File: config.mk
export PLATFORM = sky130hd
export DESIGN_NAME = keyed_value_table_set_default_unit
export DESIGN_NICKNAME = d
export VERILOG_FILES = /design/src/design/kvtsd_pkg.sv /design/src/design/keyed_value_table_set_default_unit.sv /design/src/design/kvtsd_datapath.sv /design/src/design/kvtsd_ctrl.sv
export SDC_FILE = /design/constraint.sdc
export NUM_CORES = 2
export LEC_CHECK = 0
export BUFFER_PORTS_ARGS = -buffer_cell sky130_fd_sc_hd__buf_2
export CAP_MARGIN = 0
export CORE_MARGIN = 5
export CORE_UTILIZATION = 55
export DETAILED_ROUTE_END_ITERATION = 10
export GPL_ROUTABILITY_DRIVEN = 0
export GPL_TIMING_DRIVEN = 0
export PLACE_DENSITY_LB_ADDON = 0.2
export SYNTH_ARGS = -nofsm -noshare
export SYNTH_HDL_FRONTEND = slang
export SYNTH_HIERARCHICAL = 1
export SYNTH_SLANG_ARGS = --single-unit
File: constraint.sdc
create_clock -name clock -period 9.3 [get_ports clock]
set_input_delay 0.93 -clock clock [delete_from_list [all_inputs] [get_ports clock]]
set_output_delay 0.93 -clock clock [all_outputs]
set_load 0.05 [all_outputs]
File: src/design/kvtsd_pkg.sv
package kvtsd_pkg;

   localparam int TABLE_ENTRIES_DEF = 16;
   localparam int KEY_W = 64;
   localparam int VAL_W = 64;
   localparam int REQ_DATA_W = KEY_W + VAL_W;

   localparam logic FUNC_GET = 1'b0;
   localparam logic FUNC_SET = 1'b1;

   // controller to datapath
   typedef struct packed {
      logic clear;
      logic step;
      logic commit;
   } cmd_type;

   // datapath to controller
   typedef struct packed {
      logic scan_last;
   } sts_type;

endpackage

File: src/design/keyed_value_table_set_default_unit.sv
// Keyed table of 64-bit values with get and set-default requests, one result per request.
// A get returns the value of the entry whose key matches, or 0. A set-default keeps a
// nonzero stored value, fills a stored zero, or claims the lowest free entry; with the
// table full it stores nothing and returns 0. Each request walks the table memory one
// entry per cycle through its single read port, then passes a drain state and a commit
// state, where the result is registered; one request is in work at a time, and the next
// one may be accepted while the previous result still waits on the output. A result
// held back by the output stalls the next commit.
module keyed_value_table_set_default_unit #(
   parameter int TABLE_ENTRIES = kvtsd_pkg::TABLE_ENTRIES_DEF
) (
   input  logic                              clock,
   input  logic                              reset,
   input  logic                              req_tvalid,
   output logic                              req_tready,
   input  logic [kvtsd_pkg::REQ_DATA_W-1:0]  req_tdata,   // lookup_key, default_value
   input  logic [0:0]                        req_tuser,   // func
   output logic                              rsp_tvalid,
   input  logic                              rsp_tready,
   output logic [kvtsd_pkg::VAL_W-1:0]       rsp_tdata    // result_value
);
   import kvtsd_pkg::*;

   cmd_type cmd;
   sts_type sts;

   kvtsd_ctrl u_ctrl (
      .clock      (clock),
      .reset      (reset),
      .req_tvalid (req_tvalid),
      .req_tready (req_tready),
      .rsp_tvalid (rsp_tvalid),
      .rsp_tready (rsp_tready),
      .cmd        (cmd),
      .sts        (sts)
   );

   kvtsd_datapath #(
      .ENTRIES (TABLE_ENTRIES)
   ) u_datapath (
      .clock     (clock),
      .reset     (reset),
      .cmd       (cmd),
      .sts       (sts),
      .req_func  (req_tuser[0]),
      .req_key   (req_tdata[KEY_W-1:0]),
      .req_value (req_tdata[REQ_DATA_W-1:KEY_W]),
      .result    (rsp_tdata)
   );

   // one request in work at a time
   assert property (@(posedge clock) disable iff (reset)
      (req_tvalid && req_tready) |=> !req_tready)
      else $error("request accepted during a table walk");

   // a fresh result comes a fixed walk length after its request
   assert property (@(posedge clock) disable iff (reset)
      $rose(rsp_tvalid) |-> $past(req_tvalid && req_tready, TABLE_ENTRIES + 3))
      else $error("result timing does not match table walk");

   // a result leaves only by a transfer
   assert property (@(posedge clock) disable iff (reset)
      $fell(rsp_tvalid) |-> $past(rsp_tready))
      else $error("result dropped without transfer");

endmodule

File: src/design/kvtsd_datapath.sv
module kvtsd_datapath #(
   parameter int ENTRIES = kvtsd_pkg::TABLE_ENTRIES_DEF
) (
   input  logic                         clock,
   input  logic                         reset,
   input  kvtsd_pkg::cmd_type           cmd,
   output kvtsd_pkg::sts_type           sts,
   input  logic                         req_func,
   input  logic [kvtsd_pkg::KEY_W-1:0]  req_key,
   input  logic [kvtsd_pkg::VAL_W-1:0]  req_value,
   output logic [kvtsd_pkg::VAL_W-1:0]  result
);
   import kvtsd_pkg::*;

   localparam int IDX_W = (ENTRIES > 1) ? $clog2(ENTRIES) : 1;
   localparam int CNT_W = $clog2(ENTRIES + 1);

   logic [KEY_W-1:0] key_mem [ENTRIES];
   logic [VAL_W-1:0] val_mem [ENTRIES];
   logic [ENTRIES-1:0] used_ff;

   logic             func_ff;
   logic [KEY_W-1:0] key_ff;
   logic [VAL_W-1:0] dval_ff;

   logic [CNT_W-1:0] scan_cnt_ff;
   logic [IDX_W-1:0] scan_idx;

   logic [KEY_W-1:0] rd_key_ff;
   logic [VAL_W-1:0] rd_val_ff;
   logic             cmp_vld_ff;
   logic [IDX_W-1:0] cmp_idx_ff;

   logic             hit_ff;
   logic [IDX_W-1:0] hit_idx_ff;
   logic [VAL_W-1:0] hit_val_ff;
   logic             free_ff;
   logic [IDX_W-1:0] free_idx_ff;

   logic             cmp_used;
   logic             cmp_hit;

   logic             wr_val_en;
   logic             wr_key_en;
   logic [IDX_W-1:0] wr_idx;
   logic [VAL_W-1:0] result_in;
   logic [VAL_W-1:0] result_ff;

   assign scan_idx      = scan_cnt_ff[IDX_W-1:0];
   assign sts.scan_last = (scan_cnt_ff == CNT_W'(ENTRIES - 1));
   assign cmp_used      = used_ff[cmp_idx_ff];
   assign cmp_hit       = cmp_used && (rd_key_ff == key_ff);
   assign result        = result_ff;

   // request latch and scan counter
   always_ff @(posedge clock) begin
      if (cmd.clear) begin
         func_ff <= req_func;
         key_ff  <= req_key;
         dval_ff <= req_value;
      end
   end

   always_ff @(posedge clock) begin
      if (reset) begin
         scan_cnt_ff <= '0;
         cmp_vld_ff  <= 1'b0;
      end else begin
         if (cmd.clear) begin
            scan_cnt_ff <= '0;
         end else if (cmd.step) begin
            scan_cnt_ff <= scan_cnt_ff + CNT_W'(1);
         end
         cmp_vld_ff <= cmd.step;
      end
   end

   // table storage, one read or one write per cycle
   always_ff @(posedge clock) begin
      if (wr_key_en) begin
         key_mem[wr_idx] <= key_ff;
      end
      if (wr_val_en) begin
         val_mem[wr_idx] <= dval_ff;
      end
      if (cmd.step) begin
         rd_key_ff <= key_mem[scan_idx];
         rd_val_ff <= val_mem[scan_idx];
      end
      cmp_idx_ff <= scan_idx;
   end

   always_ff @(posedge clock) begin
      if (reset) begin
         used_ff <= '0;
      end else if (wr_key_en) begin
         used_ff[wr_idx] <= 1'b1;
      end
   end

   // first match and first free slot
   always_ff @(posedge clock) begin
      if (reset) begin
         hit_ff  <= 1'b0;
         free_ff <= 1'b0;
      end else if (cmd.clear) begin
         hit_ff  <= 1'b0;
         free_ff <= 1'b0;
      end else if (cmp_vld_ff) begin
         if (cmp_hit && !hit_ff) begin
            hit_ff <= 1'b1;
         end
         if (!cmp_used && !free_ff) begin
            free_ff <= 1'b1;
         end
      end
   end

   always_ff @(posedge clock) begin
      if (cmp_vld_ff && cmp_hit && !hit_ff) begin
         hit_idx_ff <= cmp_idx_ff;
         hit_val_ff <= rd_val_ff;
      end
      if (cmp_vld_ff && !cmp_used && !free_ff) begin
         free_idx_ff <= cmp_idx_ff;
      end
   end

   // commit decision
   always_comb begin
      wr_val_en = 1'b0;
      wr_key_en = 1'b0;
      wr_idx    = free_idx_ff;
      result_in = '0;
      if (func_ff == FUNC_GET) begin
         if (hit_ff) begin
            result_in = hit_val_ff;
         end
      end else if (hit_ff) begin
         wr_idx = hit_idx_ff;
         if (hit_val_ff != '0) begin
            result_in = hit_val_ff;
         end else begin
            wr_val_en = cmd.commit;
            result_in = dval_ff;
         end
      end else if (free_ff) begin
         wr_val_en = cmd.commit;
         wr_key_en = cmd.commit;
         result_in = dval_ff;
      end
   end

   always_ff @(posedge clock) begin
      if (cmd.commit) begin
         result_ff <= result_in;
      end
   end

endmodule

File: src/design/kvtsd_ctrl.sv
module kvtsd_ctrl (
   input  logic               clock,
   input  logic               reset,
   input  logic               req_tvalid,
   output logic               req_tready,
   output logic               rsp_tvalid,
   input  logic               rsp_tready,
   output kvtsd_pkg::cmd_type cmd,
   input  kvtsd_pkg::sts_type sts
);
   import kvtsd_pkg::*;

   typedef enum logic [1:0] {
      ST_IDLE,
      ST_SCAN,
      ST_DRAIN,
      ST_COMMIT
   } state_type;

   state_type state_ff, state_in;
   logic      rsp_valid_ff, rsp_valid_in;
   logic      rsp_free;

   assign req_tready = (state_ff == ST_IDLE);
   assign rsp_tvalid = rsp_valid_ff;
   assign rsp_free   = !rsp_valid_ff || rsp_tready;

   always_comb begin
      state_in     = state_ff;
      rsp_valid_in = rsp_valid_ff && !rsp_tready;
      cmd          = '0;
      unique case (state_ff)
         ST_IDLE: begin
            if (req_tvalid) begin
               cmd.clear = 1'b1;
               state_in  = ST_SCAN;
            end
         end
         ST_SCAN: begin
            cmd.step = 1'b1;
            if (sts.scan_last) begin
               state_in = ST_DRAIN;
            end
         end
         ST_DRAIN: begin
            state_in = ST_COMMIT;
         end
         ST_COMMIT: begin
            if (rsp_free) begin
               cmd.commit   = 1'b1;
               rsp_valid_in = 1'b1;
               state_in     = ST_IDLE;
            end
         end
         default: begin
            state_in = ST_IDLE;
         end
      endcase
   end

   always_ff @(posedge clock) begin
      if (reset) begin
         state_ff     <= ST_IDLE;
         rsp_valid_ff <= 1'b0;
      end else begin
         state_ff     <= state_in;
         rsp_valid_ff <= rsp_valid_in;
      end
   end

endmodule
==> qor.yml <==
synth:
  synth-adder-area-share: 0.000815
  synth.distinct_cells: 47
  syn_inst: 3647
  synth_edf_count: 2441
  synth_top_family_by_area: "multiplexers"
  synth_xor_xnor_area_share: 0.00552
  yosysSeqAreaShare: 0.803
  synth_compound_area_frac: 0.0100
  ys_warn_count: 6
  synthArstFlopShare: 0
  synth_seq_cells: 2472
  muxShareOfSynthArea: 0.158
  syn_area_um2: 92100
  avgSynthCellArea_um2: 25.3
  yosys.area_share.simple: 0.00986
  syn-num-nets: 3786
  ys.flop_type: "edfxtp_1"
worst_hold_path:
  whs_endpoint: "u_datapath/dval_ff[27]$_DFFE_PP_"
  hold-path-cell-count: 1
  hold_start: "req_tdata[91]"
  hold_path.class: "input port to flop"
cts:
  cts_tree: "done"
  cts_htree_levels: 4
  post_cts_buffers: 0
  clock_latency_ns: 0.86
  cts_made_buffers: 237
  cts_root_buffer: "clkbuf_16"
  cts.sinks: 2472
  cts_resized: 0
  cts.clk_slew.worst_paths_ns: 0.06
  clockBufferDepth: 3
  hold_buffers: 0
placement:
  dp_hpwl_mm: 139
  io_buffers: 198
grt:
  grt_pass1_wl_mm: 320
  grt_max_degree: 41
  grt_pass1_vias: 43700
  track_usage: 0.258
  antenna_found_initial: 4
  grt-ovfl-total: 0
outcome:
  status: "complete, but fails checks"
  violations: "capacitance limit, slew limit"
timing:
  post-route-min-period_ns: 5.34
  setup_viol: 0
  post-route-period-util: 0.574
  max_clock_freq_mhz: 187
  setup_tns_ns: 0
  rsz0062_at_grt: "false"
  holdWs_ns: 0.243
  hold_viol_final: 0
  worst_slew_margin_rel: -0.00267
  slew_violations: 11
  worst_slew_pin_slew_ns: 1.50
  finalClockSkew_ns: 0.0506
detailed_routing:
  wl_per_cell_um: 33.3
  ant_nets: 0
  dr.first_iter.drc_count: 5582
  firstDrtPassIters: 5
  drt-total-wl_mm: 223
  drc: 0
  avgViaCountPerCell: 6.45
  num_vias: 43200
pwr:
  p_comb_frac: 0.113
  p_sw_frac: 0.240
  p_seq_frac: 0.528
  switchingPower_mw: 6.28
  clkPwrFrac: 0.359
  intPower_mw: 19.9
  powerDensity_nw_per_um2: 246
  p_leak_nw: 32.9
  ir_drop_mv: 0.203
layout:
  drive_gt1_frac: 0.333
  area_growth_pct: 15.5
  fin_nets: 4416
floorplan:
  die_h_um: 419
  die_w_um: 419
  fp.coreArea_um2: 167000
  num_rows: 150
  fp.dieArea_um2: 176000
  start_util: 0.552
  io_pins: 199
critical_path:
  crit_path_max_fanout: 10
  crit_required_ns: 9.85
  critPathCaptureType: "flop"
  r2r_slack_ns: 3.96
  worstSetupStartpointType: "flop"
  ff2ff_path_depth: 11
  startpoint: "u_datapath/hit_val_ff[30]$_DFFE_PP_"
  r2r-end: "u_datapath/val_mem[1][50]$_DFFE_PP_"
  r2r-start: "u_datapath/hit_val_ff[30]$_DFFE_PP_"
  crit_arrival_ns: 5.89
  crit_type: "flop to flop"
job:
  cap_violations: 1
==> cell usage in the layout, fill, tap and decap left out, types with 5 or more instances in the layout <==
| cell type | count |
|---|---|
| buf_6 | 172 |
| clkinv_2 | 43 |
| inv_4 | 8 |
| edfxtp_1 | 2441 |
| bufinv_16 | 19 |
| mux4_2 | 644 |
| buf_12 | 20 |
| nand3_1 | 12 |
| nand2_1 | 11 |
| nor2_1 | 11 |
| clkbuf_8 | 9 |
| ha_1 | 5 |
| dfxtp_1 | 31 |
| nor3_2 | 17 |
| clkbuf_16 | 243 |
| buf_1 | 16 |
| clkbuf_1 | 124 |
| nand4_1 | 23 |
| buf_4 | 16 |
| o2111ai_1 | 5 |
| nand2b_1 | 26 |
| buf_2 | 218 |
| a21oi_1 | 9 |
| nor4_1 | 23 |
| nor2_4 | 8 |
| inv_1 | 22 |
| buf_8 | 23 |
| xnor2_1 | 55 |
| a32o_1 | 64 |
| or3_1 | 8 |
| buf_16 | 20 |
| clkinv_1 | 63 |
==> worst max-delay path: stages, from the launching register on <==
cell,delay (ns)
edfxtp_1,0.46
nor4_1,0.99
nand4_1,0.53
nor4_2,0.53
a41oi_2,0.34
buf_2,0.32
nor3_2,0.81
buf_6,0.28
buf_8,0.17
buf_6,0.19
buf_6,0.20
buf_8,0.17
==> synth_stat cells (3+ instances only) <==
cell / count / area [µm²]
and3_1: 4 / 25.0
nand2_1: 11 / 41.3
edfxtp_1: 2441 / 73300
buf_1: 16 / 60.1
buf_6: 51 / 574
buf_2: 20 / 100
o2111ai_1: 5 / 43.8
mux2i_1: 4 / 40.0
or3_1: 8 / 50.1
xor2_1: 3 / 26.3
nor2_1: 19 / 71.3
nand3_1: 12 / 60.1
o21ba_1: 4 / 40.0
o21ba_2: 4 / 40.0
a32o_1: 64 / 641
buf_4: 7 / 52.6
clkbuf_1: 76 / 285
nor4_1: 23 / 144
a31oi_1: 4 / 25.0
inv_1: 30 / 113
dfxtp_1: 31 / 621
nand4_1: 23 / 144
a21oi_1: 9 / 45.0
nor2b_1: 3 / 18.8
mux4_2: 644 / 14500
nor3_1: 21 / 105
nand2b_1: 26 / 163
xnor2_1: 55 / 482
ha_1: 6 / 75.1
==> final cells by class <==
cell class                      count  area (µm²)
Fill cell                       10700       60400
Tap cell                         2204        2760
Timing Repair Buffer              391        3720
Clock buffer                      304        6400
Multi-Input combinational cell    975       17100
Antenna cell                        4        10.0
Buffer                            170        1080
Clock inverter                    141        1240
Sequential cell                  2472       73900
Inverter                           30         133
==> worst max-delay path by stage <==
stage	endpoint	cells past startpoint
after floorplan	u_datapath/val_mem[11][0]$_DFFE_PP_	6
after global placement	u_datapath/val_mem[5][43]$_DFFE_PP_	7
after detailed placement	u_datapath/val_mem[1][39]$_DFFE_PP_	11
after CTS	u_datapath/val_mem[1][42]$_DFFE_PP_	11
after global routing	u_datapath/val_mem[1][50]$_DFFE_PP_	11
final	u_datapath/val_mem[1][50]$_DFFE_PP_	11
==> layer usage <==
layer  share of wire  GRT usage
met1            0.39      0.370
met2            0.50      0.417
met3           0.085     0.0463
met4           0.029     0.0751
met5        0.000058          0
==> metrics by stage <==
step | instance area, µm² | setup WS, ns | total power [mW] | cells | utilization
after floorplan | 92100 | 1.77 | 15.8 | 3647 | -
after global placement | 95800 | -5.63 | 17.0 | 6049 | 0.574
after detailed placement | 98700 | 4.01 | 17.0 | 6242 | 0.592
after global routing | 106000 | 4.00 | 27.1 | 6687 | 0.638
final | 106000 | 3.96 | 26.2 | 6691 | 0.638
after CTS | 106000 | 3.98 | 26.4 | 6687 | 0.638
==> flip-flops by register name (all words and copies together), names as in the netlist <==
| signal | flops |
|---|---|
| u_datapath/used_ff | 16 |
| u_datapath/cmp_vld_ff | 1 |
| u_datapath/key_mem | 1024 |
| u_datapath/hit_ff | 1 |
| u_datapath/free_ff | 1 |
| u_datapath/result | 64 |
| u_datapath/cmp_idx_ff | 4 |
| u_datapath/key_ff | 64 |
| u_datapath/rd_val_ff | 64 |
| u_datapath/dval_ff | 64 |
| u_datapath/func_ff | 1 |
| u_datapath/free_idx_ff | 4 |
| u_ctrl/rsp_tvalid | 1 |
| u_datapath/val_mem | 1024 |
| u_ctrl/state_ff | 2 |
| u_datapath/hit_idx_ff | 4 |
| u_datapath/rd_key_ff | 64 |
| u_datapath/hit_val_ff | 64 |
| u_datapath/scan_cnt_ff | 5 |
==> power by group through the flow <==
stage                     Clock (mW)  Sequential [mW]  Combinational [mW]
after floorplan                    0             13.9                1.94
after global placement             0             14.1                2.87
after detailed placement           0             14.1                2.99
after CTS                       9.56             13.8                3.00
after global routing            10.1             13.9                3.12
final                           9.39             13.8                2.96
==> cells by family after synthesis <==
family                     Yosys count
AOI/OAI and AO/OA                  101
and+or+nand+nor                    160
adders and majority gates            6
muxes                              650
buffers and inverters              200
xor gates and xnor gates            58
DFF                               2472
(Power assumes the default switching activity.)
